$ cat src/design/c2d_pkg.sv
// Shared constants, types and helpers for the streaming 2D convolution block.
`timescale 1ns / 1ps

package c2d_pkg;

    // Field and register widths.
    localparam int PIX_W       = 8;
    localparam int WT_W        = 8;
    localparam int PROD_W      = PIX_W + WT_W;
    localparam int SUM_W       = 20;
    localparam int IMG_W_CFG   = 7;
    localparam int IMG_H_CFG   = 13;
    localparam int ROW_W       = 12;
    localparam int CFG_DATA_W  = 64;
    localparam int CFG_IDX_W   = 2;
    localparam int IN_TDATA_W  = 8;
    localparam int OUT_TDATA_W = 24;
    localparam int WTS_PER_REG = CFG_DATA_W / WT_W;

    // Tallest frame the row counter supports.
    localparam logic [IMG_H_CFG-1:0] HEIGHT_LIMIT = 13'd4096;

    // Defaults for the top-level parameters.
    localparam int DEF_MAX_WIDTH = 64;
    localparam int DEF_KERNEL    = 4;

    // Register reset values.
    localparam logic [IMG_W_CFG-1:0]  RST_IMAGE_WIDTH  = 7'd48;
    localparam logic [IMG_H_CFG-1:0]  RST_IMAGE_HEIGHT = 13'd48;
    localparam logic [CFG_DATA_W-1:0] RST_WEIGHTS_LOW  = 64'd282574505115649;
    localparam logic [CFG_DATA_W-1:0] RST_WEIGHTS_HIGH = 64'd72057598332961024;

    // Configuration register indexes.
    typedef enum logic [CFG_IDX_W-1:0] {
        CFG_IMAGE_WIDTH  = 2'd0,
        CFG_IMAGE_HEIGHT = 2'd1,
        CFG_WEIGHTS_LOW  = 2'd2,
        CFG_WEIGHTS_HIGH = 2'd3
    } t_cfg_idx;

    // Control handed to each window cell.
    typedef struct packed {
        logic en;
        logic shift;
    } t_cell_ctrl;

    // Control handed to the line buffer.
    typedef struct packed {
        logic rd_en;
        logic wr_en;
    } t_lb_ctrl;

    // Kernel weight at a row-major position; positions past sixteen weigh zero.
    function automatic logic [WT_W-1:0] weight_at(input logic [CFG_DATA_W-1:0] lo,
                                                   input logic [CFG_DATA_W-1:0] hi,
                                                   input int idx);
        logic [WT_W-1:0] w;
        w = '0;
        if (idx < WTS_PER_REG) begin
            w = lo[WT_W*idx +: WT_W];
        end else if (idx < 2 * WTS_PER_REG) begin
            w = hi[WT_W*(idx - WTS_PER_REG) +: WT_W];
        end
        return w;
    endfunction

endpackage

$ cat src/design/c2d_cell.sv
// Window cell: one kernel column of pixels, its products and its column sum.
`timescale 1ns / 1ps

module c2d_cell
    import c2d_pkg::*;
#(
    parameter int KERNEL_DIM = DEF_KERNEL,
    localparam int CSW       = PROD_W + $clog2(KERNEL_DIM)
) (
    input  logic                            i_clk,
    input  t_cell_ctrl                      i_ctrl,
    input  logic [KERNEL_DIM-1:0][PIX_W-1:0] i_col,
    input  logic [KERNEL_DIM-1:0][WT_W-1:0]  i_wt,
    output logic [KERNEL_DIM-1:0][PIX_W-1:0] o_col,
    output logic [CSW-1:0]                   o_csum
);

    logic [KERNEL_DIM-1:0][PIX_W-1:0]  r_col;
    logic [KERNEL_DIM-1:0][PROD_W-1:0] r_prod;
    logic [CSW-1:0]                    r_csum;
    logic [CSW-1:0]                    n_csum;

    // Window column, taken from the right-hand neighbor on each pixel.
    always_ff @(posedge i_clk) begin
        if (i_ctrl.shift) begin
            r_col <= i_col;
        end
    end

    assign o_col = r_col;

    // One product per kernel row.
    always_ff @(posedge i_clk) begin
        if (i_ctrl.en) begin
            for (int r = 0; r < KERNEL_DIM; r++) begin
                r_prod[r] <= PROD_W'(r_col[r] * i_wt[r]);
            end
        end
    end

    // Column sum of the registered products.
    always_comb begin
        n_csum = '0;
        for (int r = 0; r < KERNEL_DIM; r++) begin
            n_csum = n_csum + CSW'(r_prod[r]);
        end
    end

    always_ff @(posedge i_clk) begin
        if (i_ctrl.en) begin
            r_csum <= n_csum;
        end
    end

    assign o_csum = r_csum;

endmodule

$ cat config.mk
export PLATFORM = sky130hd
export DESIGN_NAME = c2d_cell
export DESIGN_NICKNAME = d
export VERILOG_FILES = /design/src/design/c2d_pkg.sv /design/src/design/c2d_cell.sv
export SDC_FILE = /design/constraint.sdc
export NUM_CORES = 1
export LEC_CHECK = 0
export BUFFER_PORTS_ARGS = -buffer_cell sky130_fd_sc_hd__buf_2
export CAP_MARGIN = 20
export CORE_MARGIN = 5
export CORE_UTILIZATION = 55
export CTS_CLUSTER_SIZE = 28
export DETAILED_ROUTE_END_ITERATION = 16
export PLACE_DENSITY = 0.79
export SYNTH_ARGS = -nofsm -noshare
export SYNTH_HDL_FRONTEND = slang
export SYNTH_SLANG_ARGS = --single-unit
$ cat constraint.sdc
create_clock -name i_clk -period 5.7 [get_ports i_clk]
set_input_delay 1.14 -clock i_clk [delete_from_list [all_inputs] [get_ports i_clk]]
set_output_delay 1.14 -clock i_clk [all_outputs]
set_load 0.005 [all_outputs]
==> results by group <==
Yosys
  – Mean post-synth cell area: 10.9 µm²
  – Mapped Area: 0.0131 mm²
  – Register area share after synthesis: 26.1%
  – EDFF count, synth: 114
  – Synthesized Nets: 1608
  – Post-synthesis cell count: 1204
  – Asr flop ratio synth: 0%
  – YS warnings: 0
  – Count of cell types in the netlist: 49
  – Top_reg_cell synth: edfxtp_1
  – Flops & latches, synth: 114

CTS
  – Clk buf depth: 2
  – CTS H-tree lvls: 4
  – Hold buffers post-CTS: 0
  – CTS tree: yes
  – Cts repair resizes: 0
  – TritonCTS Buffers: 17
  – Root buffer cell: clkbuf_16
  – Post-CTS setup buffer count: 0
  – Clock Pin Slew Worst Setup and Hold Paths: 0.05 ns
  – Worst-skew pair later-pin latency: 0.43 ns
  – # clock sinks: 114

Timing
  – Final period utilization: 86.1%
  – Fin. max-slew vios: 0
  – Setup total negative slack: 0 ns
  – Rel. slew slack: 34.6%
  – Hold_ws: 0.560 ns
  – Final hold violations: 0
  – RSZ-0062 raised after global routing: no
  – Fmax achieved: 204 MHz
  – Tightest Pin Transition: 0.980 ns
  – Worst clock skew: 0.0128 ns
  – Final-report setup violation count: 0
  – Minimum clock period: 4.91 ns

Floorplanning
  – Die width: 164 µm
  – Site Rows: 56
  – Ports: 117
  – Die height: 164 µm
  – Core box area: 0.0235 mm²
  – DIE AREA: 0.0270 mm²
  – Initial core utilization: 55.9%

Global route
  – Largest net degree at the start of global routing: 83
  – Gr usage total: 21.5%
  – Vias in the first global route: 9611
  – Initial antenna violation count: 0
  – First-pass GRT wire length: 46400 µm
  – GRT overflow: 0

Power and ir drop
  – Gate power share: 68.7%
  – Internal power: 4.99 mW
  – Sw Ratio: 45.3%
  – Clock power frac: 11.5%
  – Worst ir drop on vdd: 0.556 mV
  – LEAKAGE: 7.08 nW
  – Sequential share of power: 19.7%
  – Psw: 4.13 mW
  – Pwr Density: 622 mW/mm²

Route
  – First drt pass iteration count: 5
  – Final WL: 26700 µm
  – Vias per cell: 5.42
  – Detailed-route via count: 9050
  – Drt wl/cell: 16.0 µm
  – Number of remaining DRC errors: 0
  – Initial DRC Count: 537
  – Routed Antenna Nets: 0

Setup path
  – Setup CP Type: in2reg
  – CP Data Required Time: 5.87 ns
  – CP max FO: 8
  – CP endpoint kind: flop
  – CP arrival: 5.07 ns
  – Crit path launch type: input port

Final layout
  – Syn-to-layout area delta: 11.9%
  – Post-route cell area: 0.0147 mm²
  – Layout cells sized above 1: 11.3%
  – Nets: 1743
  – Antenna diodes: 0

Hold path
  – Hold Crit Class: reg2reg

Outcome
  – Status: complete, no violations

Job
  – Max Cap Violations: 0

Placed design
  – PortBufs: 116
  – Cell Area, Placed: 0.0141 mm²
  – Final HPWL DP: 21400 µm
  – Final weighted congestion in routability-driven placement: 0.874
[through the flow]
stage	worst slack (ns)	std cells	total power [mW]	utilization [%]
2_1_floorplan	0.769	1204	6.44	-
4_1_cts	0.818	1670	9.11	62.5
3_5_place_dp	0.424	1639	7.94	60.0
3_3_place_gp	0.497	1639	7.72	60.0
6_report	0.793	1670	9.12	62.5
5_1_grt	0.555	1670	10.0	62.5
[routing by layer]
metal	up-vias	track usage (%)	share of wire, %
met5	-	0	0
met2	249	36.7	51
met4	0	6.28	2.4
li1	4214	-	-
met3	48	3.39	5.2
met1	4539	28.8	42
[cell usage in the layout (no fill, tap or decap), types with 4 or more instances in the layout]
cell       instances
inv_1            208
xnor2_1           42
a31oi_1            8
nor4_1             5
nand4_1            4
o21a_1             4
o31ai_1            4
nand3_1            4
fa_1             176
clkbuf_16         17
nor3_1             7
o21ai_0           24
clkinv_1           6
xor2_1            14
ha_1             161
o211ai_1           5
buf_2            115
a21o_1            23
nor2_1            21
and2_1           207
o21bai_1           6
nand2_1           70
edfxtp_1         114
a21oi_1           41
nor2b_1           13
[synth_stat cells, types with 8 or more instances]
cell type / number / area share (%)
inv_1: 208 / 6.0
xnor2_1: 42 / 2.8
ha_1: 161 / 15
xor2_1: 14 / 0.94
a31oi_1: 8 / 0.38
a21o_1: 23 / 1.3
fa_1: 176 / 27
and2_1: 207 / 9.9
nand2_1: 70 / 2.0
o21ai_0: 24 / 0.92
edfxtp_1: 114 / 26
nor2_1: 21 / 0.60
a21oi_1: 41 / 1.6
nor2b_1: 13 / 0.62
[worst paths after layout]
| check | startpoint | endpoint | slack [ns] | cells past startpoint |
|---|---|---|---|---|
| max | i_wt[26] | r_prod[61] | 0.79 | 15 |
| min | r_prod[48] | o_csum[0] | 0.56 | 1 |
| max reg2reg | o_col[14] | r_prod[31] | 1.13 | 14 |
| min reg2reg | r_prod[48] | o_csum[0] | 0.56 | 1 |
[registers in the layout, indices dropped and copies added (netlist names)]
signal / cells
r_prod: 64
o_col: 32
o_csum: 18
[power by group through the flow]
stage	Clock (mW)	Combinational (mW)	Sequential (mW)
6_report	1.05	6.27	1.80
5_1_grt	1.11	7.10	1.83
4_1_cts	1.06	6.24	1.80
3_5_place_dp	0	6.13	1.82
3_3_place_gp	0	5.90	1.81
2_1_floorplan	0	4.70	1.73
[cell families after synthesis]
family	Yosys count	synth area share (%)
XOR/XNOR	56	3.74
adder cells (fa/ha/maj)	337	42.2
AO/OA/AOI/OAI	144	7.17
buffers and inverters	208	5.95
flip-flops	114	26.1
AND/OR/NAND/NOR	345	14.8
[cell type report]
type,count,area (µm²)
clock inverters,14,146
fillers,1843,8810
repair buffers,116,583
well taps,319,399
inverters,208,781
clock buffers,17,425
flip-flops and latches,114,3420
multi-input cells,882,8910
[worst max-delay path: stages]
cell	delay (ns)
buf_2	0.15
nand2_1	0.10
fa_1	0.51
fa_1	0.54
inv_1	0.05
fa_1	0.48
inv_1	0.05
fa_1	0.48
inv_1	0.04
ha_1	0.32
o21ai_0	0.36
a211oi_1	0.12
a2111oi_2	0.43
a21oi_1	0.15
xor2_1	0.16
No activity file was read; power rests on OpenSTA's default activity.
