==> src/design/c2d_pkg.sv <==
// Shared constants, types and helpers for the streaming 2D convolution block.
`timescale 1ns / 1ps

package c2d_pkg;

    // Field and register widths.
    localparam int PIX_W       = 8;
    localparam int WT_W        = 8;
    localparam int PROD_W      = PIX_W + WT_W;
    localparam int SUM_W       = 20;
    localparam int IMG_W_CFG   = 7;
    localparam int IMG_H_CFG   = 13;
    localparam int ROW_W       = 12;
    localparam int CFG_DATA_W  = 64;
    localparam int CFG_IDX_W   = 2;
    localparam int IN_TDATA_W  = 8;
    localparam int OUT_TDATA_W = 24;
    localparam int WTS_PER_REG = CFG_DATA_W / WT_W;

    // Tallest frame the row counter supports.
    localparam logic [IMG_H_CFG-1:0] HEIGHT_LIMIT = 13'd4096;

    // Defaults for the top-level parameters.
    localparam int DEF_MAX_WIDTH = 64;
    localparam int DEF_KERNEL    = 4;

    // Register reset values.
    localparam logic [IMG_W_CFG-1:0]  RST_IMAGE_WIDTH  = 7'd48;
    localparam logic [IMG_H_CFG-1:0]  RST_IMAGE_HEIGHT = 13'd48;
    localparam logic [CFG_DATA_W-1:0] RST_WEIGHTS_LOW  = 64'd282574505115649;
    localparam logic [CFG_DATA_W-1:0] RST_WEIGHTS_HIGH = 64'd72057598332961024;

    // Configuration register indexes.
    typedef enum logic [CFG_IDX_W-1:0] {
        CFG_IMAGE_WIDTH  = 2'd0,
        CFG_IMAGE_HEIGHT = 2'd1,
        CFG_WEIGHTS_LOW  = 2'd2,
        CFG_WEIGHTS_HIGH = 2'd3
    } t_cfg_idx;

    // Control handed to each window cell.
    typedef struct packed {
        logic en;
        logic shift;
    } t_cell_ctrl;

    // Control handed to the line buffer.
    typedef struct packed {
        logic rd_en;
        logic wr_en;
    } t_lb_ctrl;

    // Kernel weight at a row-major position; positions past sixteen weigh zero.
    function automatic logic [WT_W-1:0] weight_at(input logic [CFG_DATA_W-1:0] lo,
                                                   input logic [CFG_DATA_W-1:0] hi,
                                                   input int idx);
        logic [WT_W-1:0] w;
        w = '0;
        if (idx < WTS_PER_REG) begin
            w = lo[WT_W*idx +: WT_W];
        end else if (idx < 2 * WTS_PER_REG) begin
            w = hi[WT_W*(idx - WTS_PER_REG) +: WT_W];
        end
        return w;
    endfunction

endpackage

==> src/design/c2d_linebuf.sv <==
// Line buffer: one entry per image column holding the previous rows, with write bypass.
`timescale 1ns / 1ps

module c2d_linebuf
    import c2d_pkg::*;
#(
    parameter int DEPTH = DEF_MAX_WIDTH,
    parameter int LANES = DEF_KERNEL - 1,
    localparam int AW   = $clog2(DEPTH)
) (
    input  logic                       i_clk,
    input  logic                       i_rst_n,
    input  t_lb_ctrl                   i_ctrl,
    input  logic [AW-1:0]              i_rd_addr,
    input  logic [AW-1:0]              i_wr_addr,
    input  logic [LANES-1:0][PIX_W-1:0] i_wr_data,
    output logic [LANES-1:0][PIX_W-1:0] o_rd_data
);

    logic [LANES-1:0][PIX_W-1:0] r_mem [DEPTH];
    logic [LANES-1:0][PIX_W-1:0] r_rd;
    logic [LANES-1:0][PIX_W-1:0] r_byp_data;
    logic                        r_byp;

    // Write port.
    always_ff @(posedge i_clk) begin
        if (i_ctrl.wr_en) begin
            r_mem[i_wr_addr] <= i_wr_data;
        end
    end

    // Registered read port.
    always_ff @(posedge i_clk) begin
        if (i_ctrl.rd_en) begin
            r_rd       <= r_mem[i_rd_addr];
            r_byp_data <= i_wr_data;
        end
    end

    // A read of the column being written in the same cycle takes the new data.
    always_ff @(posedge i_clk) begin
        if (!i_rst_n) begin
            r_byp <= 1'b0;
        end else if (i_ctrl.rd_en) begin
            r_byp <= i_ctrl.wr_en && (i_wr_addr == i_rd_addr);
        end
    end

    assign o_rd_data = r_byp ? r_byp_data : r_rd;

endmodule

==> config.mk <==
export PLATFORM = sky130hd
export DESIGN_NAME = c2d_linebuf
export DESIGN_NICKNAME = d
export VERILOG_FILES = /design/src/design/c2d_pkg.sv /design/src/design/c2d_linebuf.sv
export SDC_FILE = /design/constraint.sdc
export NUM_CORES = 1
export LEC_CHECK = 0
export BUFFER_PORTS_ARGS = -buffer_cell sky130_fd_sc_hd__buf_2
export CAP_MARGIN = 20
export CORE_MARGIN = 3
export CORE_UTILIZATION = 55
export CTS_BUF_LIST = sky130_fd_sc_hd__clkbuf_8
export DETAILED_ROUTE_END_ITERATION = 8
export PLACE_DENSITY = 0.71
export SYNTH_ARGS = -nofsm -noshare
export SYNTH_HDL_FRONTEND = slang
export SYNTH_SLANG_ARGS = --single-unit
==> constraint.sdc <==
create_clock -name i_clk -period 5 [get_ports i_clk]
set_clock_uncertainty 0.15 [all_clocks]
set_input_delay 0.5 -clock i_clk [delete_from_list [all_inputs] [get_ports i_clk]]
set_output_delay 0.5 -clock i_clk [all_outputs]
set_load 0.05 [all_outputs]
==> impl_metrics.csv <==
group,metric,value,unit
outcome,outcome,"finished, final reports clean",
placed_design,dp_hpwl,87600,um
clocking,cts_tree,"done",
timing,tightestPinTransition,1.09,ns
critical_path,required,5.61,ns
placed_design,gp_congestion,0.897,
yosys,synth_edf_count,1584,
finish,final_util,0.622,
floorplan,pin_count,64,
global_route,grt_pass1_vias,29500,
finish,fillCellCount,7090,
global_route,grt_max_degree,67,
timing,fin_setup_tns,0,ns
route,dr_total_vias,29500,
yosys,async_reset_ff_frac,0,
critical_path,worstRegToRegCells,5,
clocking,numCtsBuffers,234,
critical_path,slowest_stage,"nand3b_1",
power,internal_power,19.9,mW
power,pwr-share-comb,0.056,
power,powerDensity,383,mW/mm2
yosys,ys_warn_count,0,
yosys,synth_nets,2655,
critical_path,cpPeakStageDelay,0.78,ns
yosys,synth_ff_type,"edfxtp_1",
timing,holdWs,0.155,ns
route,antenna_left,0,
critical_path,crit_end,"r_rd[3]$_DFFE_PP_",
critical_path,end_kind,"flip-flop",
finish,design_area,0.0672,mm2
power,netSwitchingPower,5.88,mW
route,drt-total-wl,150000,um
yosys,ys_seq_area_frac,0.789,
floorplan,die_x,337,um
critical_path,cp-start-kind,"primary input",
placed_design,placedInstanceArea,0.0629,mm2
clocking,clkLatencyLatePin,0.93,ns
placed_design,dpl_worst_slack,0.981,ns
global_route,grtUsageTotal,0.268,
flow_run,maxCapViolations,0,
power,ir_drop,0.225,mV
critical_path,path_class,"in -> reg",
timing,drv_slew,0,
yosys,avgSynthCellArea,23.1,um2
global_route,grt_antenna_before_repair,9,
power,p_sw_frac,0.229,
power,p_total,25.7,mW
yosys,ys_types,41,
timing,layout_min_cycle_time,3.13,ns
floorplan,core,0.108,mm2
global_route,grt_overflow_total,0,
route,drc,0,
clocking,clock_sinks,1585,
critical_path,path_cells,"buf_4 -> buf_4 -> nand3b_1 -> o22ai_1 -> nor3_1 -> o221ai_1 -> nand2_1",
timing,fmax,0.320,GHz
clocking,cts.clk_slew.worst_paths,0.06,ns
yosys,synth_area,0.0603,mm2
floorplan,die_area,0.114,mm2
placed_design,dp_cells,4068,
yosys,yosysMostFrequentCell,"edfxtp_1",
timing,final-setup-viol-count,0,
power,power_frac_clock,0.369,
clocking,htree_levels,4,
route,wl_per_cell,33.3,um
timing,hold_violations,0,
timing,rsz0062_at_grt,"false",
floorplan,fp.dieH,337,um
power,p_seq_frac,0.575,
timing,setup_ws,1.87,ns
critical_path,r2r-end,"r_rd[13]$_DFFE_PP_",
yosys,synth_seq_cells,1585,
timing,timing.final.crit_share,0.626,
yosys,synth_top_area_frac,0.789,
placed_design,io_buffers,63,
clocking,clockRootBuffer,"clkbuf_8",
critical_path,crit_start,"i_rd_addr[2]",
floorplan,initial_core_util,0.559,
critical_path,critPathMaxFanout,40,
clocking,cts_setup_buffers,0,
finish,layoutNonFillerInstCount,4498,
floorplan,rows,120,
min_path,hold_class,"in -> reg",
yosys,synth_top_cells_by_area,"edfxtp_1, mux4_2, mux2i_1, nor2_1, mux2_2",
yosys,yosys-top-cells-count,"edfxtp_1, mux4_2, nor2_1",
critical_path,critPathArrivalTime,3.74,ns
route,viasPerCell,6.55,
yosys,syn_inst,2615,
route,first_pass_iters,5,
timing,relSlewSlack,0.270,
finish,synthToLayoutAreaGrowth,11.4,%
yosys,synth_largest_area_cell,"edfxtp_1",
finish,final_nets,2947,
critical_path,regToRegStartpoint,"r_mem[54][13]$_DFFE_PP_",
critical_path,r2r_slack,2.35,ns
power,power.leakage,21.2,nW
clocking,clk_path_buf_depth,3,
critical_path,cp_common_cell,"buf_4",
global_route,grt_pass1_wl,214000,um
route,drt_iter0_markers,4183,
finish,layout-drive-gt1-share,0.310,
cell type report:
type                       count  area [um2]  area share
sequential                  1585       47600       0.708
multi-input combinational    885       12100       0.180
clock buffer                 234        3220      0.0479
tap                         1403        1760      0.0261
timing repair buffer         201        1500      0.0223
clock inverter               184        1000      0.0149
antenna                        6        15.0    0.000223
flip-flops by register name, indices dropped and copies added, names as in the netlist:
name / count
r_byp_data: 24
r_rd: 24
r_mem: 1536
r_byp: 1
layer usage:
layer,GRT usage,part of all wire,up-vias
li1,-,-,11800
met1,0.378,0.38,15600
met2,0.409,0.47,1854
met3,0.0725,0.11,263
met4,0.0979,0.034,8
met5,0,0.00031,-
power groups by stage:
| stage | combinational [mW] | sequential, mW | clock, mW |
|---|---|---|---|
| floorplan | 0.787 | 15.1 | 0 |
| global placement | 1.40 | 15.1 | 0 |
| detailed placement | 1.44 | 15.1 | 0 |
| CTS | 1.44 | 14.8 | 9.65 |
| global route | 1.51 | 14.8 | 10.2 |
| finish | 1.44 | 14.8 | 9.49 |
what timing repair did:
item | CTS | global route
gates resized for setup | 0 | 0
hold buffers | 4 | 1
endpoints found under the hold margin | 38 | 24
cell usage in the layout, fill, tap and decap left out, types with 11 or more instances in the layout:
master / netlist / layout
nor2_1: 107 / 44
nand3_1: 25 / 25
buf_2: 41 / 60
a211oi_1: 11 / 11
mux4_2: 384 / 384
o21ai_0: 12 / 12
o221ai_1: 23 / 23
a32o_1: 11 / 11
buf_4: 23 / 125
clkinv_1: 0 / 66
mux2_2: 32 / 32
o22ai_1: 56 / 56
edfxtp_1: 1584 / 1584
o22a_1: 12 / 12
mux2i_1: 50 / 50
a22oi_1: 23 / 23
clkinv_2: 0 / 23
nand2_1: 43 / 43
nor2_2: 0 / 53
clkbuf_8: 0 / 234
inv_1: 0 / 75
a21oi_1: 22 / 22
nor3_1: 14 / 12
how the worst min path moves through the flow:
stage / startpoint / endpoint / slack, ns / cells after the start
4_1_cts: i_wr_data[9] / r_mem[14][9]$_DFFE_PP_ / 0.08 / 1
5_1_grt: i_ctrl[1] / r_byp_data[9]$_DFFE_PP_ / 0.14 / 1
3_3_place_gp: i_rst_n / r_byp$_SDFFE_PN0P_ / 0.61 / 2
2_1_floorplan: i_wr_data[0] / r_byp_data[0]$_DFFE_PP_ / 0.45 / 0
3_5_place_dp: i_rst_n / r_byp$_SDFFE_PN0P_ / 0.63 / 2
6_report: i_wr_data[3] / r_mem[12][3]$_DFFE_PP_ / 0.16 / 2
critical path, delay by kind of cell:
family                 cells  cell delay, ns
buffers and inverters      2            1.17
and+or+nand+nor            3            1.33
AOI/OAI and AO/OA          2            0.69
kinds of logic (layout without fill, tap and decap cells):
kind of cell / after synthesis / count (layout) / synth area share
flops: 1585 / 1585 / 0.789
mux: 466 / 466 / 0.158
simple gates: 228 / 228 / 0.0168
compound gates: 185 / 185 / 0.0219
buf+inv: 145 / 619 / 0.0139
xor+xnor: 6 / 6 / 0.000871
other cells: 0 / 6 / 0
(Power assumes the default switching activity.)
